### config.mk
export PLATFORM = sky130hd
export DESIGN_NAME = event_time_editor_sorted_store_unit
export DESIGN_NICKNAME = d
export VERILOG_FILES = /design/src/hw/rtl/ett_pkg.sv /design/src/hw/rtl/ett_cell.sv /design/src/hw/rtl/ett_editor.sv /design/src/hw/rtl/event_time_editor_sorted_store_unit.sv
export VERILOG_INCLUDE_DIRS = /design/src /design/src/hw/rtl
export SDC_FILE = /design/constraint.sdc
export NUM_CORES = 1
export LEC_CHECK = 0
export ABC_CLOCK_PERIOD_IN_PS = 4820
export BUFFER_PORTS_ARGS = -buffer_cell sky130_fd_sc_hd__buf_2
export CAP_MARGIN = 10
export CORE_UTILIZATION = 55
export DETAILED_ROUTE_END_ITERATION = 10
export PLACE_DENSITY = 0.72
export SYNTH_ARGS = -nofsm -noshare
export SYNTH_HDL_FRONTEND = slang
export SYNTH_SLANG_ARGS = --single-unit
export TNS_END_PERCENT = 10
### constraint.sdc
create_clock -name clk -period 4.82 [get_ports clk]
set_input_delay 0.964 -clock clk [delete_from_list [all_inputs] [get_ports clk]]
set_output_delay 0.964 -clock clk [all_outputs]
set_load 0.02 [all_outputs]
### src/hw/rtl/event_time_editor_sorted_store_unit_macros.svh
// Assertion macros shared by the event-time editor RTL.
`ifndef EVENT_TIME_EDITOR_SORTED_STORE_UNIT_MACROS_SVH
`define EVENT_TIME_EDITOR_SORTED_STORE_UNIT_MACROS_SVH

// Same-cycle implication, checked on every rising clock edge outside reset.
`define ETT_ASSERT_IMPLIES(label, ante, cons) \
    label: assert property (@(posedge clk) disable iff (!rst_n) (ante) |-> (cons)) \
        else $error("implication check failed");

// Next-cycle implication, checked on every rising clock edge outside reset.
`define ETT_ASSERT_NEXT(label, ante, cons) \
    label: assert property (@(posedge clk) disable iff (!rst_n) (ante) |=> (cons)) \
        else $error("next-cycle check failed");

`endif

### src/hw/rtl/ett_pkg.sv
// Types, constants and the sort-key helper function for the event-time editor.
`timescale 1ns / 1ps

package ett_pkg;

    // Key codes carried on the input beat.
    typedef enum logic [2:0] {
        REQ_NONE  = 3'd0,
        REQ_INC   = 3'd1,
        REQ_NEXT  = 3'd2,
        REQ_STORE = 3'd3,
        REQ_EXIT  = 3'd4
    } req_t;

    // Result of a store request.
    typedef enum logic [1:0] {
        STS_NONE      = 2'd0,
        STS_INSERTED  = 2'd1,
        STS_DUPLICATE = 2'd2,
        STS_FULL      = 2'd3
    } status_t;

    // Sequencer states.
    typedef enum logic [1:0] {
        ST_IDLE,
        ST_COMPARE,
        ST_UPDATE
    } state_t;

    // Field selection codes.
    localparam logic [1:0] FIELD_HOUR   = 2'd0;
    localparam logic [1:0] FIELD_MINUTE = 2'd1;
    localparam logic [1:0] FIELD_PM     = 2'd2;

    localparam logic [3:0] HOUR_MAX   = 4'd12;
    localparam logic [3:0] HOUR_FIRST = 4'd1;
    localparam logic [5:0] MINUTE_MAX = 6'd59;

    // One table entry: half of day, hour, minute.
    typedef struct packed {
        logic       pm;
        logic [3:0] hour;
        logic [5:0] minute;
    } entry_t;

    typedef logic [10:0] key_t;

    // Command broadcast from the sequencer to every cell.
    typedef struct packed {
        logic   compare_en;
        logic   write_en;
        entry_t new_entry;
        key_t   new_key;
    } cell_cmd_t;

    // Per-cell comparison flags.
    typedef struct packed {
        logic lt;
        logic eq;
        logic boundary;
    } cell_flags_t;

    // Ordering key: AM before PM, then hour mod 12, then minute.
    function automatic key_t sort_key(entry_t e);
        logic [3:0] h;
        h = (e.hour >= HOUR_MAX) ? (e.hour - HOUR_MAX) : e.hour;
        return {e.pm, h, e.minute};
    endfunction

endpackage

### src/hw/rtl/ett_cell.sv
// One slot of the sorted table: holds an entry, compares and shifts right.
`timescale 1ns / 1ps

module ett_cell (
    input  logic                clk,
    input  logic                rst_n,
    input  ett_pkg::cell_cmd_t  cmd,
    input  logic                occupied,
    input  logic                left_lt,
    input  ett_pkg::entry_t     left_entry,
    output ett_pkg::entry_t     entry,
    output ett_pkg::cell_flags_t flags
);
    import ett_pkg::*;

    entry_t entry_reg;
    logic   lt_reg;
    logic   eq_reg;
    key_t   my_key;
    logic   boundary;

    assign my_key = sort_key(entry_reg);

    // The insertion point is the first slot whose key is not below the new one.
    assign boundary = left_lt && !lt_reg;

    // Compare flags are captured once per beat and held for the update.
    always_ff @(posedge clk or negedge rst_n)
    begin
        if (!rst_n)
        begin
            lt_reg <= 1'b0;
            eq_reg <= 1'b0;
        end
        else if (cmd.compare_en)
        begin
            lt_reg <= occupied && (my_key < cmd.new_key);
            eq_reg <= occupied && (my_key == cmd.new_key);
        end
    end

    // Slots at the insertion point take the new entry, later ones the left neighbor.
    always_ff @(posedge clk)
    begin
        if (cmd.write_en && !lt_reg)
        begin
            entry_reg <= boundary ? cmd.new_entry : left_entry;
        end
    end

    assign entry          = entry_reg;
    assign flags.lt       = lt_reg;
    assign flags.eq       = eq_reg;
    assign flags.boundary = boundary;

endmodule

### src/hw/rtl/ett_editor.sv
// Edit-time registers: load from the current time and apply key events.
`timescale 1ns / 1ps

module ett_editor (
    input  logic       clk,
    input  logic       rst_n,
    input  logic       apply,
    input  logic [2:0] req,
    input  logic [3:0] cur_hour,
    input  logic [5:0] cur_minute,
    input  logic       cur_pm,
    output logic [3:0] edit_hour,
    output logic [5:0] edit_minute,
    output logic       edit_pm,
    output logic [1:0] selected_field
);
    import ett_pkg::*;

    logic [3:0] hour_reg, hour_next;
    logic [5:0] minute_reg, minute_next;
    logic       pm_reg, pm_next;
    logic [1:0] sel_reg, sel_next;
    logic       loaded_reg, loaded_next;

    logic [3:0] base_hour;
    logic [5:0] base_minute;
    logic       base_pm;
    logic [4:0] hour_inc;
    logic [6:0] minute_inc;
    logic [2:0] sel_inc;

    // Time the key acts on: the current time until it has been loaded.
    assign base_hour   = loaded_reg ? hour_reg   : cur_hour;
    assign base_minute = loaded_reg ? minute_reg : cur_minute;
    assign base_pm     = loaded_reg ? pm_reg     : cur_pm;

    assign hour_inc   = {1'b0, base_hour} + 5'd1;
    assign minute_inc = {1'b0, base_minute} + 7'd1;
    assign sel_inc    = {1'b0, sel_reg} + 3'd1;

    // Apply one key event.
    always_comb
    begin
        hour_next   = hour_reg;
        minute_next = minute_reg;
        pm_next     = pm_reg;
        sel_next    = sel_reg;
        loaded_next = loaded_reg;
        if (apply)
        begin
            hour_next   = base_hour;
            minute_next = base_minute;
            pm_next     = base_pm;
            loaded_next = 1'b1;
            case (req)
                REQ_INC:
                begin
                    case (sel_reg)
                        FIELD_HOUR:
                        begin
                            hour_next = (hour_inc > {1'b0, HOUR_MAX}) ? HOUR_FIRST
                                                                      : hour_inc[3:0];
                        end
                        FIELD_MINUTE:
                        begin
                            minute_next = (minute_inc > {1'b0, MINUTE_MAX}) ? 6'd0
                                                                           : minute_inc[5:0];
                        end
                        FIELD_PM:
                        begin
                            pm_next = !base_pm;
                        end
                        default:
                        begin
                            pm_next = base_pm;
                        end
                    endcase
                end
                REQ_NEXT:
                begin
                    sel_next = (sel_inc > {1'b0, FIELD_PM}) ? FIELD_HOUR : sel_inc[1:0];
                end
                REQ_EXIT:
                begin
                    pm_next     = 1'b0;
                    loaded_next = 1'b0;
                end
                default:
                begin
                    sel_next = sel_reg;
                end
            endcase
        end
    end

    // Editor state registers.
    always_ff @(posedge clk or negedge rst_n)
    begin
        if (!rst_n)
        begin
            hour_reg   <= '0;
            minute_reg <= '0;
            pm_reg     <= 1'b0;
            sel_reg    <= FIELD_HOUR;
            loaded_reg <= 1'b0;
        end
        else
        begin
            hour_reg   <= hour_next;
            minute_reg <= minute_next;
            pm_reg     <= pm_next;
            sel_reg    <= sel_next;
            loaded_reg <= loaded_next;
        end
    end

    assign edit_hour      = hour_reg;
    assign edit_minute    = minute_reg;
    assign edit_pm        = pm_reg;
    assign selected_field = sel_reg;

endmodule

### src/hw/rtl/event_time_editor_sorted_store_unit.sv
// Top level of the event-time editor with a sorted event table in a cell chain.
//
//  Channel | Dir | Handshake         | Content
//  --------+-----+-------------------+---------------------------------------------
//  s_*     | in  | s_tvalid/s_tready | tuser: key code; tdata: current time
//  m_*     | out | m_tvalid/m_tready | tdata: edit time, selection, count, status
//
// Each beat passes through accept, compare in every cell, then update.
// The compare step is one parallel compare per cell, so the sequence is the same for any
// CAPACITY. A result waits in the output register while the next beat is accepted;
// the update step waits only while that register is still held by the sink.
// Reset clears the control state; table slots are written before they are read,
// so no clearing pass follows reset.
`timescale 1ns / 1ps

module event_time_editor_sorted_store_unit #(
    parameter int CAPACITY = 16
) (
    input  logic        clk,
    input  logic        rst_n,
    input  logic        s_tvalid,
    output logic        s_tready,
    // [3:0] cur_hour, [9:4] cur_minute, [10] cur_pm, [15:11] zero
    input  logic [15:0] s_tdata,
    // [2:0] req_type
    input  logic [2:0]  s_tuser,
    output logic        m_tvalid,
    input  logic        m_tready,
    // [3:0] edit_hour_out, [9:4] edit_minute_out, [10] edit_pm_out,
    // [12:11] selected_field, [17:13] stored_count, [19:18] store_status,
    // [23:20] store_position, [24] exited, [31:25] zero
    output logic [31:0] m_tdata
);
    import ett_pkg::*;

    localparam int CW = $clog2(CAPACITY + 1);
    localparam int PW = (CAPACITY > 1) ? $clog2(CAPACITY) : 1;

    state_t        state_reg, state_next;
    logic [CW-1:0] count_reg, count_next;
    logic          store_reg, exit_reg;
    logic          out_valid_reg, out_valid_next;
    logic [31:0]   out_data_reg;

    logic          accept;
    logic          compare_en;
    logic          advance;
    logic          out_free;
    logic          dup;
    logic          full;
    logic          write_en;
    status_t       status;
    logic [PW-1:0] pos_w;
    logic [3:0]    pos_out;

    logic [3:0]    edit_hour;
    logic [5:0]    edit_minute;
    logic          edit_pm;
    logic [1:0]    selected_field;

    cell_cmd_t     cmd;
    entry_t        entry_w [CAPACITY];
    cell_flags_t   flags_w [CAPACITY];
    logic [CAPACITY-1:0] lt_vec, eq_vec, boundary_vec;

    assign accept   = s_tvalid && s_tready;
    assign out_free = !out_valid_reg || m_tready;

    // Edit-time registers.
    ett_editor u_editor (
        .clk            (clk),
        .rst_n          (rst_n),
        .apply          (accept),
        .req            (s_tuser),
        .cur_hour       (s_tdata[3:0]),
        .cur_minute     (s_tdata[9:4]),
        .cur_pm         (s_tdata[10]),
        .edit_hour      (edit_hour),
        .edit_minute    (edit_minute),
        .edit_pm        (edit_pm),
        .selected_field (selected_field)
    );

    // Sequencer next state.
    always_comb
    begin
        state_next = state_reg;
        unique case (state_reg)
            ST_IDLE:
            begin
                if (s_tvalid)
                begin
                    state_next = ST_COMPARE;
                end
            end
            ST_COMPARE:
            begin
                state_next = ST_UPDATE;
            end
            ST_UPDATE:
            begin
                if (out_free)
                begin
                    state_next = ST_IDLE;
                end
            end
            default:
            begin
                state_next = ST_IDLE;
            end
        endcase
    end

    // Sequencer outputs.
    always_comb
    begin
        s_tready   = 1'b0;
        compare_en = 1'b0;
        advance    = 1'b0;
        unique case (state_reg)
            ST_IDLE:    s_tready   = 1'b1;
            ST_COMPARE: compare_en = 1'b1;
            ST_UPDATE:  advance    = out_free;
            default:    s_tready   = 1'b0;
        endcase
    end

    // Command broadcast to the chain.
    assign cmd.compare_en       = compare_en;
    assign cmd.write_en         = write_en;
    assign cmd.new_entry.pm     = edit_pm;
    assign cmd.new_entry.hour   = edit_hour;
    assign cmd.new_entry.minute = edit_minute;
    assign cmd.new_key          = sort_key(cmd.new_entry);

    // Chain of table cells; each one shifts from its left neighbor.
    for (genvar i = 0; i < CAPACITY; i++)
    begin : g_chain
        logic   occupied;
        logic   left_lt;
        entry_t left_entry;

        assign occupied = count_reg > CW'(i);
        if (i == 0)
        begin : g_head
            assign left_lt    = 1'b1;
            assign left_entry = cmd.new_entry;
        end
        else
        begin : g_body
            assign left_lt    = flags_w[i-1].lt;
            assign left_entry = entry_w[i-1];
        end

        ett_cell u_cell (
            .clk        (clk),
            .rst_n      (rst_n),
            .cmd        (cmd),
            .occupied   (occupied),
            .left_lt    (left_lt),
            .left_entry (left_entry),
            .entry      (entry_w[i]),
            .flags      (flags_w[i])
        );

        assign lt_vec[i]       = flags_w[i].lt;
        assign eq_vec[i]       = flags_w[i].eq;
        assign boundary_vec[i] = flags_w[i].boundary;
    end

    // Insertion or match position from the one-hot boundary flags.
    always_comb
    begin
        pos_w = '0;
        for (int i = 0; i < CAPACITY; i++)
        begin
            if (boundary_vec[i])
            begin
                pos_w = pos_w | PW'(i);
            end
        end
    end

    // Store outcome.
    assign dup      = |eq_vec;
    assign full     = count_reg >= CW'(CAPACITY);
    assign write_en = advance && store_reg && !dup && !full;

    always_comb
    begin
        status  = STS_NONE;
        pos_out = 4'd0;
        if (store_reg)
        begin
            if (dup)
            begin
                status  = STS_DUPLICATE;
                pos_out = 4'(pos_w);
            end
            else if (full)
            begin
                status = STS_FULL;
            end
            else
            begin
                status  = STS_INSERTED;
                pos_out = 4'(pos_w);
            end
        end
    end

    assign count_next     = write_en ? (count_reg + CW'(1)) : count_reg;
    assign out_valid_next = advance ? 1'b1 : (m_tready ? 1'b0 : out_valid_reg);

    // Control registers.
    always_ff @(posedge clk or negedge rst_n)
    begin
        if (!rst_n)
        begin
            state_reg     <= ST_IDLE;
            count_reg     <= '0;
            store_reg     <= 1'b0;
            exit_reg      <= 1'b0;
            out_valid_reg <= 1'b0;
        end
        else
        begin
            state_reg     <= state_next;
            count_reg     <= count_next;
            out_valid_reg <= out_valid_next;
            if (accept)
            begin
                store_reg <= (s_tuser == REQ_STORE);
                exit_reg  <= (s_tuser == REQ_EXIT);
            end
        end
    end

    // Result register.
    always_ff @(posedge clk)
    begin
        if (advance)
        begin
            out_data_reg <= {7'd0, exit_reg, pos_out, status, 5'(count_next),
                             selected_field, edit_pm, edit_minute, edit_hour};
        end
    end

    assign m_tvalid = out_valid_reg;
    assign m_tdata  = out_data_reg;

`include "event_time_editor_sorted_store_unit_macros.svh"

    `ETT_ASSERT_IMPLIES(a_count_bound, 1'b1, count_reg <= CW'(CAPACITY))
    `ETT_ASSERT_NEXT(a_count_step, write_en, count_reg == ($past(count_reg) + CW'(1)))
    `ETT_ASSERT_IMPLIES(a_one_slot, state_reg == ST_UPDATE, $onehot0(boundary_vec))
    `ETT_ASSERT_IMPLIES(a_flag_excl, state_reg == ST_UPDATE, (lt_vec & eq_vec) == '0)

endmodule

Yosys cells after proc, flatten, opt, wreduce, memory -nomap -nowiden
Cells that the tools add are included.
- flip-flop bits (word level): 257
- input port bits: 23
- output and inout bits: 34
- word-level logic and storage cells: 362
- $add $sub $neg: 21
- $lt $le $gt $ge: 53
- eq/ne operators: 26
- multiplexer cells: 73
- bitwise gates (word level): 1
- reduce and logical (&&, ||, !) cells: 95
- operators with widths (kind ; number):
    $eq A11 B11 Y1 ; 16
    $lt A11 B11 Y1 ; 16
    $mux W11 ; 15
    $mux W4 ; 31
    $ge A4 B4 Y1 const B ; 17
    $sub A4 B4 Y4 const B ; 17
    $logic_and A1 B1 Y1 ; 67
    $gt A5 B4 Y1 const B ; 9
    $mux W6 ; 4
    $gt A5 B3 Y1 const B ; 4
    $logic_not A1 Y1 ; 20
    $reduce_or A17 Y1 ; 1
    $reduce_or A16 Y1 ; 1
    $mux W2 ; 7
    $mux W3 ; 4
    $gt A5 B1 Y1 const B ; 2
    $gt A5 B2 Y1 const B ; 2
    $mux W1 ; 9
    $add A6 B1 Y7 const B ; 1
    $gt A7 B6 Y1 const B ; 1
    $eq A3 B2 Y1 const B ; 2
    $pmux W2 S3 ; 1
    $add A4 B1 Y5 const B ; 1
    $add A5 B1 Y5 const B ; 1
    other kinds (15) ; 20

Longest topological paths before layout
Gate-level depths: netlist of the first run.
- depth in word-level cells: 19
- mapped depth: 11
- depth with buffers taken out: 9

Modules after synthesis
From an unflattened synthesis of the first run, not the netlist that was laid out.
- cells, all modules: 1415
- area, all modules: 17053.9 µm²
- by module, submodules not included (module ; times used ; cells each ; area an instance (µm²) ; seq. area each (µm²)):
    ett_cell ; 16 ; 72 ; 888.4 ; 380.4
    event_time_editor_sorted_store_unit ; 1 ; 135 ; 1667.8 ; 1001.0
    ett_editor ; 1 ; 128 ; 1172.4 ; 350.3

Worst setup path after synthesis of the first run
Ideal clock, no wire load.
- kind: input to register
- from: in m_tready
- to: reg g_chain[13].u_cell.entry_reg (netlist bit g_chain[13].u_cell.entry[0]) (enable)
- library setup time: 378 ps
- arrival time: 3557 ps
- data required time: 4442 ps
- path slack: 885 ps
- cell stages on the path: 6
- path buffers: 2
- path through: nand2b_1 -> nor2b_1 -> nand3_1 -> clkbuf_1 -> buf_1 -> nor2_1
- longest elaborated chain between the ends: 6
- ends and longest elaborated chain (item ; line ; RTL):
    from (decl) ; event_time_editor_sorted_store_unit.sv:28 ; input logic m_tready,
    $logic_or A1 B1 Y1 ; event_time_editor_sorted_store_unit.sv:67 ; assign out_free = !out_valid_reg || m_tready;
    $mux W1 ; event_time_editor_sorted_store_unit.sv:120 ; unique case (state_reg)
    named net advance ; event_time_editor_sorted_store_unit.sv:47 ; logic advance;
    $logic_and A1 B1 Y1 (3 in series) ; event_time_editor_sorted_store_unit.sv:187 ; assign write_en = advance && store_reg && !dup && !full;
    $logic_and A1 B1 Y1 ; ett_cell.sv:45 ; if (cmd.write_en && !lt_reg)
    to (signal assigned) ; ett_cell.sv:47 ; entry_reg <= boundary ? cmd.new_entry : left_entry;
    to (decl) ; ett_cell.sv:16 ; entry_t entry_reg;
The timed path passes the listed nets, and every way through them passes these cells.
A chain may end at the register's enable or synchronous reset.

Worst setup path after layout of the first run
- from: reg g_chain[2].u_cell.eq_reg
- to: reg g_chain[6].u_cell.entry_reg (netlist bit g_chain[6].u_cell.entry[2]) (enable)
- longest elaborated chain between the ends: 5
- ends and longest elaborated chain (item ; line ; RTL):
    from (decl) ; ett_cell.sv:18 ; logic eq_reg;
    from (signal assigned) ; ett_cell.sv:38 ; eq_reg <= occupied && (my_key == cmd.new_key);
    $reduce_or A16 Y1 ; event_time_editor_sorted_store_unit.sv:185 ; assign dup = |eq_vec;
    $logic_not A1 Y1 ; event_time_editor_sorted_store_unit.sv:187 ;
    $logic_and A1 B1 Y1 (2 in series) ; event_time_editor_sorted_store_unit.sv:187 ;
    $logic_and A1 B1 Y1 ; ett_cell.sv:45 ;
    to (signal assigned) ; ett_cell.sv:47 ;
    to (decl) ; ett_cell.sv:16 ;
No other way between the ends.

==> results of run 1 <==
-- synth_stat cells (23+ instances only) --
cell type and number:
nor2_1 65, o21a_1 34, dfrtp_1 56, a21oi_1 48, inv_1 38, ha_1 185, mux2_2 58, nand2_1 181
nand3_1 24, clkbuf_1 50, o21ai_0 167, edfxtp_1 201, nand2b_1 23, nor2b_1 65
-- through the flow --
step	instances	setup slack, ns
3_3_place_gp	1741	1.599
4_1_cts	1793	1.560
2_1_floorplan	1402	0.8850
5_1_grt	1793	1.384
3_5_place_dp	1741	1.550
6_report	1793	1.492
-- per-layer routing --
metal	share of wire, %	vias to the layer above	track usage (%)
li1	-	5237	-
met1	45	5317	36.38
met2	47	352	44.89
met3	5.8	64	3.456
met4	2.5	0	8.458
met5	0	-	0
-- cell usage in the layout (no fill, tap or decap), types with 6 or more instances in the layout --
cell and instances:
edfxtp_1 201, ha_1 185, nand2_1 181, o21ai_0 167, nor2_1 65, nor2b_1 64
mux2_2 58, dfrtp_1 56, a21oi_1 48, buf_2 44, inv_1 38, o21a_1 34
clkbuf_16 29, nand3_1 24, nand2b_1 22, nand4_1 21, buf_4 21, nor3_1 15
a21o_1 13, and4_1 12, a211oi_1 11, nor4_1 10, a22oi_1 10, clkinv_2 10
o41ai_1 9, conb_1 7, a22o_1 6, o211ai_1 6
-- cells by family (layout without fill, tap and decap cells) --
| group | Yosys count | count (layout) | share of synthesized area [%] |
|---|---|---|---|
| AOI/OAI and AO/OA | 336 | 336 | 13.58 |
| buffers and inverters | 106 | 156 | 2.917 |
| adders and majority gates | 185 | 185 | 15.20 |
| other | 1 | 7 | 0.02463 |
| xor gates and xnor gates | 5 | 5 | 0.3370 |
| and+or+nand+nor | 442 | 442 | 14.32 |
| DFF | 257 | 257 | 48.85 |
| muxes | 64 | 64 | 4.767 |
-- critical path: cells and delay by family, from the launching register on --
family | cells | cell delay, ns
buf+inv | 1 | 0.37
flops | 1 | 0.40
simple gates | 5 | 2.17
-- power groups by stage --
stage	sequential [mW]	clock (mW)	combinational, mW
finish	3.00	2.31	3.65
global route	3.02	2.43	4.09
CTS	2.99	2.33	3.63
detailed placement	3.04	0	3.60
global placement	3.03	0	3.44
floorplan	2.99	0	2.56
-- worst paths after layout --
path                            depth (start not counted)  slack (ns)                          to
max in group asynchronous                               2        3.36    g_chain[5].u_cell.eq_reg
worst max-delay path                                    6        1.49  g_chain[6].u_cell.entry[2]
worst min-delay path                                    0        0.46                 m_tdata[24]
min in group asynchronous                               1        0.49                    m_tvalid
worst max register to register                          6        1.49  g_chain[6].u_cell.entry[2]
worst min register to register                          0        0.46                 m_tdata[24]
-- cell type report --
type	instances	area (sq um)
clock buffer	32	767.0
clock inverter	20	237.7
fill	2142	10260
inverter	39	146.4
multi-input combinational	1039	7371
sequential	257	7437
tap	341	426.7
timing repair buffer	65	377.9
==> results by group, run 1 <==
Power and ir drop
  – Fraction of power consumed by sequential logic: 33.5%
  – Combinational share of power: 40.8%
  – Pwr Density: 534.3 nW/um^2
  – Switching power: 3.432 mW
  – Clk network pwr share: 25.8%
  – Leakage power figure: 6.777 nW
  – Internal power summed over all cells: 5.525 mW
  – Sw frac: 38.32%
  – Peak supply drop: 0.0003006 V
  – Total chip power: 8.957 mW

Setup path
  – Cells traversed along the worst timing path: nor4_1 -> nand4_1 -> nor2_1 -> nand3_1 -> buf_4 -> nor2_1
  – Nature of the critical path endpoint: flop
  – Maximum fanout count along the critical path: 15
  – Launching instance or port of the critical path: g_chain[2].u_cell.eq_reg
  – Type of origin of the critical path: flop
  – Startpoint of the worst register-to-register path: g_chain[2].u_cell.eq_reg
  – Critical path required time: 4.98 ns
  – Signal arrival time at the worst endpoint: 3.49 ns
  – Crit Path Class: flop to flop
  – Crit-path slowest cell: nor2_1
  – Critical Path Most Common Cell: nor2_1
  – Highest cell delay on the worst timing path: 0.76 ns

Cells and area
  – Nets@finish: 1638
  – Relative area change from synthesis to final layout: 10.11%
  – Final core occ: 62.03%
  – Proportion of layout cells with a drive suffix above 1: 13.22%
  – Area of all placed cells without fillers: 16760 sq um
  – Max reg flops: 176
  – Diode insertion count for antenna repair: 0

Synth
  – EDFF count, synth: 201
  – FFs w/ async S/R, synth: 21.79%
  – Area fraction of the dominant cell type after synthesis: 39.64%
  – Sequential element share of the synthesized area: 48.85%
  – Synth area leaders: edfxtp_1 (40%), ha_1 (15%), dfrtp_1 (9.2%)
  – Dominant register cell in the synthesized netlist: edfxtp_1
  – Average cell area after synthesis: 10.91 sq um
  – Leading area contributor after synthesis: edfxtp_1
  – Warnings, synthesis: 0
  – Cells after Synth: 1396
  – Post-synth design cell area: 15220 sq um
  – Count of unique library cells instantiated by Yosys: 71
  – Flops & latches, synth: 257

Floorplanning
  – Count of pins on the block boundary: 57
  – Width of the die: 168.4 microns
  – Initial core utilization: 56.33%
  – Total Die Area: 28350 sq um
  – Total number of placement rows: 60
  – Chip Height: 168.4 microns
  – Area of the core: 27030 sq um

Route
  – Count of unresolved DRC violations after routing: 0
  – Number of routed nets with antenna violations: 0
  – Count of vias placed by the detailed router: 10970
  – Drt initial violations: 821
  – Post-detailed-route via-to-cell ratio: 6.118
  – Wire length per cell: 20.63 microns
  – Number of detailed-routing iterations run before antenna repair: 5
  – Total wirelength of the detailed-routed design: 36.98 mm

STA
  – Period Utilization, post-route: 69.05%
  – Worst-case hold slack: 0.4557 ns
  – Worst Max-Slew Pin Slew: 1.140 ns
  – Final sum of negative setup slack: 0 ns
  – Final hold violation count: 0
  – RSZ-0062 raised after global routing: no
  – Highest attainable clock frequency: 300.4 MHz
  – Number of max-slew violations in the final report: 0
  – Tightest slew margin relative to the limit: 23.93%
  – Final critical path time including I/O delays and setup: 3.328 ns
  – Worst Skew: 0.01530 ns
  – Final-report setup violation count: 0

Min path
  – Worst Min Path Start: exit_reg
  – Type of the most critical hold path: flop to flop

Global routing
  – Number of global-route vias before repair: 10950
  – Overflow left after global routing: 0
  – Global-route wire length before repair: 59.00 mm
  – GRT Overall Usage: 26.83%
  – Maximum number of pins on one net before global-route repair: 37
  – Initial antenna violation count: 0

Status
  – Run status: finished, final reports clean

Clock network
  – Register clock-pin slew on the reported worst setup and hold paths: 0.06 ns
  – Clock tree from TritonCTS: done
  – H-tree depth: 1
  – CTS resizes: 0
  – Num CTS Buffers: 28
  – Skew-Pair Late Insertion Delay: 0.55 ns
  – Buffers inserted by post-CTS timing repair: 0
  – Quantity of hold-fixing buffers added after cts: 0
  – Number of sinks driven by the clock tree: 257
  – Maximum clock path buffer count: 3
  – Clock tree root buffer cell: clkbuf_16

Flow run
  – Count of maximum capacitance violations: 0

Placed design
  – Placement Cell Area: 15760 sq um
  – Detailed Place HPWL: 25.95 mm
  – Port bufs: 44
  – RD Place Congestion: 0.8728
(Power assumes the default switching activity.)
==> inputs of run 2 (changes only) <==
--- a/config.mk
+++ b/config.mk
@@ -6,7 +6,7 @@
 export SDC_FILE = /design/constraint.sdc
 export NUM_CORES = 1
 export LEC_CHECK = 0
-export ABC_CLOCK_PERIOD_IN_PS = 4820
+export ABC_CLOCK_PERIOD_IN_PS = 3500
 export BUFFER_PORTS_ARGS = -buffer_cell sky130_fd_sc_hd__buf_2
 export CAP_MARGIN = 10
 export CORE_UTILIZATION = 55
==> constraint.sdc (replaced) <==
create_clock -name clk -period 3.5 [get_ports clk]
set_input_delay 0.7 -clock clk [delete_from_list [all_inputs] [get_ports clk]]
set_output_delay 0.7 -clock clk [all_outputs]
set_load 0.02 [all_outputs]
==> results by group, run 2 (synthesis gave the netlist of run 1 again) <==
Placed design
  – Worst slack, placed: 0.5114 ns
  – Cell count after placement: 1768
  – Detailed Place HPWL: 26.69 mm
  – Placement Cell Area: 15970 sq um
  – Port bufs: 44
  – RD Place Congestion: 0.8841

Floorplanning
  – Initial core utilization: 56.33%
  – Chip Height: 168.4 microns
  – Total number of placement rows: 60
  – Total Die Area: 28350 sq um
  – Count of pins on the block boundary: 57
  – Area of the core: 27030 sq um
  – Width of the die: 168.4 microns

Clock network
  – H-tree depth: 1
  – Num CTS Buffers: 28
  – Skew-Pair Late Insertion Delay: 0.55 ns
  – Register clock-pin slew on the reported worst setup and hold paths: 0.06 ns
  – CTS resizes: 0
  – Buffers inserted by post-CTS timing repair: 0
  – Maximum clock path buffer count: 3
  – Clock tree from TritonCTS: done
  – Number of sinks driven by the clock tree: 257
  – Clock tree root buffer cell: clkbuf_16
  – Quantity of hold-fixing buffers added after cts: 0

STA
  – Final critical path time including I/O delays and setup: 2.838 ns
  – Number of max-slew violations in the final report: 0
  – Final sum of negative setup slack: 0 ns
  – Final hold violation count: 0
  – RSZ-0062 raised after global routing: no
  – Highest attainable clock frequency: 352.4 MHz
  – Post-layout worst setup margin: 0.6621 ns
  – Tightest slew margin relative to the limit: 20.77%
  – Worst-case hold slack: 0.2488 ns
  – Worst Skew: 0.01191 ns
  – Worst Max-Slew Pin Slew: 1.187 ns
  – Final-report setup violation count: 0
  – Period Utilization, post-route: 81.08%

Global routing
  – Maximum number of pins on one net before global-route repair: 37
  – GRT Overall Usage: 27.06%
  – Initial antenna violation count: 0
  – Global-route wire length before repair: 59.31 mm
  – Number of global-route vias before repair: 11020
  – Overflow left after global routing: 0

Setup path
  – Highest cell delay on the worst timing path: 0.71 ns
  – Cells traversed along the worst timing path: nand2b_1 -> buf_4 -> ha_1 -> and4_1 -> a21oi_1 -> and3_1 -> a22o_1 -> a31o_2
  – Critical path required time: 3.93 ns
  – Signal arrival time at the worst endpoint: 3.27 ns
  – Maximum fanout count along the critical path: 14
  – Crit Path Class: flop to flop
  – Type of origin of the critical path: flop
  – Nature of the critical path endpoint: flop
  – Crit-path slowest cell: dfrtp_1

Route
  – Drt initial violations: 889
  – Post-detailed-route via-to-cell ratio: 6.087
  – Number of detailed-routing iterations run before antenna repair: 5
  – Total wirelength of the detailed-routed design: 37.18 mm
  – Number of routed nets with antenna violations: 0
  – Count of vias placed by the detailed router: 11080
  – Wire length per cell: 20.43 microns
  – Count of unresolved DRC violations after routing: 0

Power and ir drop
  – Switching power: 4.692 mW
  – Total chip power: 12.12 mW
  – Combinational share of power: 42.1%
  – Leakage power figure: 6.871 nW
  – Sw frac: 38.71%
  – Internal power summed over all cells: 7.429 mW
  – Peak supply drop: 0.0006240 V
  – Fraction of power consumed by sequential logic: 33.9%
  – Pwr Density: 718.1 nW/um^2
  – Clk network pwr share: 24.0%

Flow run
  – Count of maximum capacitance violations: 0

Cells and area
  – Final core occ: 62.45%
  – Area of the multi-input gates: 7371 sq um
  – Max reg flops: 176
  – Area of all placed cells without fillers: 16880 sq um
  – Relative area change from synthesis to final layout: 10.86%
  – Proportion of layout cells with a drive suffix above 1: 14.13%
  – Final std cells w/o fill: 1820
  – Top library cells by usage in the layout, fill and taps aside: edfxtp_1 (201), ha_1 (185), nand2_1 (181)
  – Diode insertion count for antenna repair: 0
  – Sequential cell area in the final layout: 7437 sq um
  – Nets@finish: 1665
  – Number of filler instances in the final layout: 2124
  – Leading cell type in the layout, fill and taps excluded: edfxtp_1

Status
  – Run status: finished, final reports clean

Min path
  – Type of the most critical hold path: primary input to async pin
run 2: cell count changes in the layout (fill, tap and decap cells not counted):
cell | previous run | this run
buf_12 | 0 | 1
buf_4 | 21 | 47
bufinv_16 | 5 | 2
clkbuf_1 | 0 | 8
clkbuf_8 | 3 | 2
clkinv_1 | 1 | 3
clkinv_2 | 10 | 6
clkinv_4 | 0 | 1
clkinvlp_4 | 5 | 2
run 2: power by group through the flow:
stage	logic (mW)	registers, mW	clock network, mW
2_1_floorplan	3.52	4.12	0
3_3_place_gp	4.86	4.16	0
3_5_place_dp	5.04	4.17	0
4_1_cts	5.08	4.11	2.95
5_1_grt	5.71	4.14	3.07
6_report	5.10	4.11	2.91
run 2: final cells by class:
| cell class | instances | share of cell area [%] |
|---|---|---|
| clock buffers | 39 | 4.640 |
| flip-flops and latches | 257 | 44.06 |
| inverters | 39 | 0.8673 |
| well taps | 341 | 2.528 |
| multi-input cells | 1039 | 43.67 |
| clock inverters | 13 | 0.7190 |
| repair buffers | 92 | 3.514 |
run 2: routing by layer:
metal / track usage (%) / share of wire, % / up-vias
li1: - / - / 5302
met3: 3.150 / 5.6 / 79
met1: 35.69 / 44 / 5356
met2: 45.72 / 47 / 342
met4: 10.67 / 3.8 / 0
met5: 0 / 0 / -
run 2: worst max-delay path, delay by kind of cell, from the launching register on:
kind / cells / cell delay, ns
AOI/OAI and AO/OA: 3 / 0.47
adders and majority gates: 1 / 0.30
buffers and inverters: 1 / 0.34
DFF: 1 / 0.71
and+or+nand+nor: 3 / 0.89
run 2: worst paths after layout:
check / from / end / slack, ns / cells past startpoint
max: u_editor.edit_hour[3] / g_chain[5].u_cell.lt_reg / 0.66 / 8
min: rst_n / m_tvalid / 0.25 / 1
max reg2reg: u_editor.edit_hour[3] / g_chain[5].u_cell.lt_reg / 0.66 / 8
min reg2reg: exit_reg / m_tdata[24] / 0.48 / 0
max in group asynchronous: rst_n / g_chain[1].u_cell.lt_reg / 2.57 / 2
min in group clk: m_tready / m_tvalid / 0.46 / 3
